**src/rtl/caif_pkg.sv**
```systemverilog
// Shared constants, types and codes for the clause argument index filter.
`timescale 1ns / 1ps

package caif_pkg;

    localparam int MAX_CLAUSES = 64;
    localparam int ARGS        = 4;
    localparam int KEY_BITS    = 32;

    localparam int CLS_W = $clog2(MAX_CLAUSES);
    localparam int POS_W = (ARGS > 1) ? $clog2(ARGS) : 1;

    // Command queue between front and back; the depth is a power of two so that
    // the pointers wrap naturally.
    localparam int QUEUE_DEPTH = 2;
    localparam int QPTR_W      = $clog2(QUEUE_DEPTH);

    // Fixed field widths of the stream ports.
    localparam int CMD_W       = 2;
    localparam int CLAUSE_W    = 6;
    localparam int ARGPOS_W    = 2;
    localparam int KEYWORD_W   = 32;
    localparam int KIND_W      = 2;
    localparam int IN_DATA_W   = 40;
    localparam int IN_USER_W   = 4;
    localparam int OUT_DATA_W  = 8;
    localparam int OUT_USER_W  = 1;

    localparam logic [CMD_W-1:0] CMD_CLAUSE = 2'd0;
    localparam logic [CMD_W-1:0] CMD_QUERY  = 2'd1;
    localparam logic [CMD_W-1:0] CMD_RUN    = 2'd2;
    localparam logic [CMD_W-1:0] CMD_CLEAR  = 2'd3;

    typedef enum logic [1:0] {
        KIND_KEY = 2'd0,
        KIND_VAR = 2'd1,
        KIND_END = 2'd2
    } t_kind;

    typedef enum logic [2:0] {
        OP_NOP,
        OP_CLAUSE,
        OP_QUERY,
        OP_RUN,
        OP_CLEAR
    } t_op;

    typedef enum logic [1:0] {
        ST_IDLE,
        ST_SCAN,
        ST_FLUSH
    } t_state;

    typedef struct packed {
        t_op                 op;
        logic [CLS_W-1:0]    clause;
        logic [POS_W-1:0]    pos;
        logic [KEY_BITS-1:0] key;
        logic                is_key;
        t_kind               qkind;
    } t_item;

endpackage

```
**src/rtl/caif_front.sv**
```systemverilog
// Front part: accepts input transactions, classifies them and queues them for the back part.
`timescale 1ns / 1ps

module caif_front (
    input  logic                          i_clk,
    input  logic                          i_rst_n,
    input  logic                          i_tvalid,
    output logic                          o_tready,
    input  logic [caif_pkg::IN_DATA_W-1:0] i_tdata,
    input  logic [caif_pkg::IN_USER_W-1:0] i_tuser,
    output caif_pkg::t_item               o_item,
    output logic                          o_item_valid,
    input  logic                          i_pop
);
    import caif_pkg::*;

    t_item             r_q [QUEUE_DEPTH];
    logic [QPTR_W-1:0] r_wp;
    logic [QPTR_W-1:0] r_rp;
    logic [QPTR_W:0]   r_cnt;

    logic [CMD_W-1:0]  cmd;
    logic [KIND_W-1:0] raw_kind;
    logic [7:0]        clause_ext;
    logic [7:0]        pos_ext;
    logic [63:0]       key_ext;
    t_item             item;
    logic              push;
    logic              pop;

    always_comb begin
        cmd        = i_tuser[1:0];
        raw_kind   = i_tuser[3:2];
        clause_ext = 8'(i_tdata[5:0]);
        pos_ext    = 8'(i_tdata[7:6]);
        key_ext    = 64'(i_tdata[39:8]);

        item.clause = clause_ext[CLS_W-1:0];
        item.pos    = pos_ext[POS_W-1:0];
        item.key    = key_ext[KEY_BITS-1:0];
        item.is_key = (raw_kind == KIND_KEY);
        if (raw_kind == KIND_KEY) begin
            item.qkind = KIND_KEY;
        end else if (raw_kind == KIND_VAR) begin
            item.qkind = KIND_VAR;
        end else begin
            item.qkind = KIND_END;
        end

        // Out-of-range slot or position writes are dropped here.
        case (cmd)
            CMD_CLAUSE: item.op = (clause_ext < 8'(MAX_CLAUSES) && pos_ext < 8'(ARGS))
                                  ? OP_CLAUSE : OP_NOP;
            CMD_QUERY:  item.op = (pos_ext < 8'(ARGS)) ? OP_QUERY : OP_NOP;
            CMD_RUN:    item.op = OP_RUN;
            CMD_CLEAR:  item.op = OP_CLEAR;
            default:    item.op = OP_NOP;
        endcase
    end

    assign o_tready     = (r_cnt != (QPTR_W + 1)'(QUEUE_DEPTH));
    assign push         = i_tvalid && o_tready;
    assign o_item_valid = (r_cnt != '0);
    assign pop          = i_pop && o_item_valid;
    assign o_item       = r_q[r_rp];

    always_ff @(posedge i_clk) begin
        if (push) begin
            r_q[r_wp] <= item;
        end
    end

    always_ff @(posedge i_clk) begin
        if (!i_rst_n) begin
            r_wp  <= '0;
            r_rp  <= '0;
            r_cnt <= '0;
        end else begin
            if (push) begin
                r_wp <= r_wp + QPTR_W'(1);
            end
            if (pop) begin
                r_rp <= r_rp + QPTR_W'(1);
            end
            if (push && !pop) begin
                r_cnt <= r_cnt + (QPTR_W + 1)'(1);
            end else if (pop && !push) begin
                r_cnt <= r_cnt - (QPTR_W + 1)'(1);
            end
        end
    end

endmodule

```
**config.mk**
```make
export PLATFORM = sky130hd
export DESIGN_NAME = caif_front
export DESIGN_NICKNAME = d
export VERILOG_FILES = /design/src/rtl/caif_pkg.sv /design/src/rtl/caif_front.sv
export SDC_FILE = /design/constraint.sdc
export NUM_CORES = 1
export LEC_CHECK = 0
export BUFFER_PORTS_ARGS = -buffer_cell sky130_fd_sc_hd__buf_2
export CAP_MARGIN = 30
export CORE_AREA = 2 2 75 106
export DETAILED_ROUTE_END_ITERATION = 12
export DIE_AREA = 0 0 77 108
export GPL_TIMING_DRIVEN = 1
export PLACE_DENSITY_LB_ADDON = 0.08
export SETUP_SLACK_MARGIN = 0.4
export SYNTH_ARGS = -nofsm -noshare
export SYNTH_HDL_FRONTEND = slang
export SYNTH_SLANG_ARGS = --single-unit
```
**constraint.sdc**
```tcl
create_clock -name i_clk -period 3.7 [get_ports i_clk]
set_input_delay 0.74 -clock i_clk [delete_from_list [all_inputs] [get_ports i_clk]]
set_output_delay 0.74 -clock i_clk [all_outputs]
set_load 0.01 [all_outputs]
```
==> Word-level counts from Yosys, hierarchy flattened <==
Memories as Yosys holds them, arrays and structs flattened. A register that Yosys moved wholly into a read port is not among the register bits.
Cells that the tools add are included.
{ "word_totals": {"reg_bits": 4, "mem_bits_rw": 92, "in_bits": 48, "output_inout_bits": 48, "word_cells": 32, "mem_count": 1} }
{ "classes": {"n_addsub": 4, "n_eq_ne": 5, "n_mux": 9, "n_reduce_logical": 10} }
{ "memory_table": {"columns": ["memory", "words", "width", "read_ports", "rd_clocked_by_memory_dff", "wr", "line", "text"], "rows": [
  ["r_q", 2, 46, 1, 1, 1, "caif_front.sv:17", "t_item r_q [QUEUE_DEPTH];"]
]} }
{ "ops": {"columns": ["op", "n"], "rows": [
  ["$pmux 3 s4", 1],
  ["$mux 2", 4],
  ["$eq 2x1->1 const B", 2],
  ["$eq 2x2->1 const B", 2],
  ["$logic_and 1x1->1", 4],
  ["$logic_not 2->1", 2],
  ["$mux 1", 4],
  ["$reduce_bool 2->1", 2],
  ["$add 1x1->1 const B", 2],
  ["$add 2x1->2 const B", 1],
  ["$logic_not 1->1", 2],
  ["$ne 2x2->1 const B", 1],
  ["$sub 2x1->2 const B", 1]
]} }

==> Longest topological paths before layout <==
{ "depth": {"depth_word": 6, "mapped_depth": 6, "ltp_nobuf": 6} }

==> Worst setup path after synthesis <==
No wires, ideal clock.
{ "synth_timing": {"kind": "in2reg", "from": "input i_tvalid", "to": "memory r_q[1][0] in the netlist's numbering, enable pin", "setup_ns": 0.408, "arrival_time_ns": 1.889, "required_time_ns": 3.292, "setup_slack_ns": 1.403, "path_stages": 1, "n_path_buf": 0, "cell_sequence": "and3_1"} }
{ "synth_between": {"elab_chain_len": 3} }
{ "synth_lines": {"columns": ["item", "line", "text"], "rows": [
  ["start, declared", "caif_front.sv:7", "input logic i_tvalid,"],
  ["$logic_and 1x1->1", "caif_front.sv:62", "assign push = i_tvalid && o_tready;"],
  ["$mux 1", "caif_front.sv:68", "if (push) begin"],
  ["$mux 1 (not written as such)", "caif_front.sv:69", "r_q[r_wp] <= item;"],
  ["end, declared", "caif_front.sv:17", null]
]} }
No other way between the ends.

==> reports/metrics.csv <==
metric,value,unit
Yosys warning count,0,
Post-synth EDFFs,92,
IO Pins,96,
crit path to,o_item[22],
RSZ-0062 raised after global routing,no,
Max IR drop VDD,0.413,mV
antenna violations before repair,0,
Slew Limit Headroom,63.2,%
Tcrit/Tclk final,69.6,%
Avg WL per Cell,15.3,um
Max Cap Violations,0,
most frequent cells in the layout,"95 x buf_2, 92 x edfxtp_1, 46 x mux2_2",
ant diodes,0,
CTS-repair resized insts,0,
hpwl dp,3.98,mm
R2R setup slack,1780,ps
root buf cell,clkbuf_8,
Core Rows,37,
P_int,2.20,mW
Crit path required time,2960,ps
reg2reg path depth,3,
Worst Setup Start Kind,flip-flop,
DRC viols,0,
Critical R2R Capture,r_q[1][27],
routed vias/inst,4.84,
Worst Max-Slew Pin Slew,552,ps
"flops & latches, synth",97,
post-CTS setup buffer count,0,
Yosys top cell area share,76.2,%
overall power,2.96,mW
Hold Crit Class,reg -> reg,
Comb pwr share,24.4,%
"commonest non-fill, non-tap cell in the layout",buf_2,
area growth from synthesis to layout,23.3,%
"area leader, netlist",edfxtp_1,
port buffer count,95,
LEAKAGE,1.70,nW
post-synth net total,228,
critical path class,reg -> out,
Clock power frac,26.9,%
CTS tree,done,
Fin. Hold Viols,0,
Multi-input gate area,712,um2
Final Max Slew Viols,0,
"top cells by area, synth","edfxtp_1 76%, mux2_2 14%, dfxtp_1 2.8%",
initial DRC count,77,
Max Buffers Root-to-Sink,2,
PwrDens,661,nW/um2
Cell variety after synth,23,
fillers,610,
total CTS buffers,9,
switching pwr,0.756,mW
gr ovfl total,0,
sequential cell area fraction in the yosys report,79.0,%
fin crit period,2570,ps
die area,8320,um2
Clock Skew,7.95,ps
Hold Path Cell Cnt,2,
final setup fails,0,
f_max,388,MHz
GRT Overall Usage,14.7,%
pin count of the biggest net entering global routing,29,
final wirelength,5.86,mm
Synth Flop Type,edfxtp_1,
"Arr. time, crit path",1830,ps
Sequential cell area,2860,um2
Mapped Area,3620,um2
first-pass GRT wire length,9.12,mm
vias in the first global route,1960,
endpoint type of the worst setup path,primary output,
crit-path max FO,19,
Synth Instances,176,
part of the power in registers,48.7,%
worst skew pair latency,350,ps
Final nets,332,
via count,1850,
die height,108,um
share of cells above drive strength 1,58.9,%
"CTS clk-pin slew, worst paths",90,ps
DRT antenna net count,0,
Pre-antenna DRT Iters,4,
CTS HTree Levels,3,
Initial Util,49.5,%
hold buffer count at CTS,0,
Chip Width,77,um
core footprint,7310,um2
gp weighted congestion,0.705,
synthesized area per cell,20.6,um2
reg2reg start,r_cnt[0],
Async SR Flop Fraction,0,%
setup TNS,0,ps
clk sinks,97,
status,finished clean,
Switching Fraction,25.6,%
-- layout make-up --
class	instances	share of cell area, %
repair buffers	99	11.6
clock inverters	6	2.35
multi-input cells	70	15.9
flip-flops and latches	97	64.1
well taps	97	2.72
clock buffers	10	3.08
inverters	3	0.252
-- per-stage QoR --
stage	utilization (%)	hold WS [ps]	area, um2	cells	worst slack [ps]
global route	61.1	545	4470	382	997
global placement	57.5	527	4210	365	1470
CTS	61.1	546	4470	382	1060
floorplan	-	512	3620	176	1400
finish	61.1	556	4470	382	1130
detailed placement	57.8	547	4230	366	1470
-- worst max-delay path, cell delays in order (launching register included) --
cell and delay [ps]:
dfxtp_2 630, buf_4 320, mux2_2 380, buf_2 140
-- worst min-delay path by stage --
stage / from / endpoint
global placement: r_cnt[1] / r_cnt[1]
CTS: i_tdata[21] / r_q[0][16]
global route: i_tdata[21] / r_q[1][16]
detailed placement: r_cnt[1] / r_cnt[1]
finish: r_cnt[1] / r_cnt[1]
floorplan: r_cnt[1] / r_cnt[1]
-- power by group through the flow --
stage                     Combinational (mW)  Sequential (mW)  Clock, mW
after floorplan                        0.495             1.43          0
after global placement                 0.716             1.47          0
after detailed placement               0.730             1.47          0
after CTS                              0.736             1.44      0.822
after global routing                   0.786             1.46      0.855
final                                  0.720             1.44      0.796
-- layer usage --
| layer | vias to the layer above | routed length (um) | share of wire (%) | global-route usage, % |
|---|---|---|---|---|
| li1 | 885 | - | - | - |
| met1 | 897 | 2260 | 39 | 15.8 |
| met2 | 58 | 3090 | 53 | 25.5 |
| met3 | 10 | 392 | 6.7 | 5.18 |
| met4 | 0 | 115 | 2.0 | 8.16 |
| met5 | - | 0 | 0 | 0 |
-- sequential cells by signal, summed over array words and instances (netlist names), named ones only --
| name | flops |
|---|---|
| r_cnt | 2 |
| r_q | 92 |
| r_rp | 1 |
| r_wp | 1 |
-- synthesized netlist by cell type, drive strengths merged (2+ instances only) --
cell type and instances:
a21boi 2, and2 4, buf 5, dfxtp 5, edfxtp 92, ha 4, inv 3, mux2 46
o21ai 2, or2 2, xnor2 2
-- cell families (layout without fill, tap and decap cells) --
| family | after synthesis | count (layout) | synth area share (%) |
|---|---|---|---|
| DFF | 97 | 97 | 79.0 |
| muxes | 46 | 46 | 14.3 |
| and+or+nand+nor | 12 | 12 | 2.24 |
| buffers and inverters | 9 | 118 | 1.38 |
| AOI/OAI and AO/OA | 5 | 5 | 0.967 |
| adders and majority gates | 4 | 4 | 1.38 |
| xor gates and xnor gates | 3 | 3 | 0.725 |
Power figures use the tool's default switching activity.
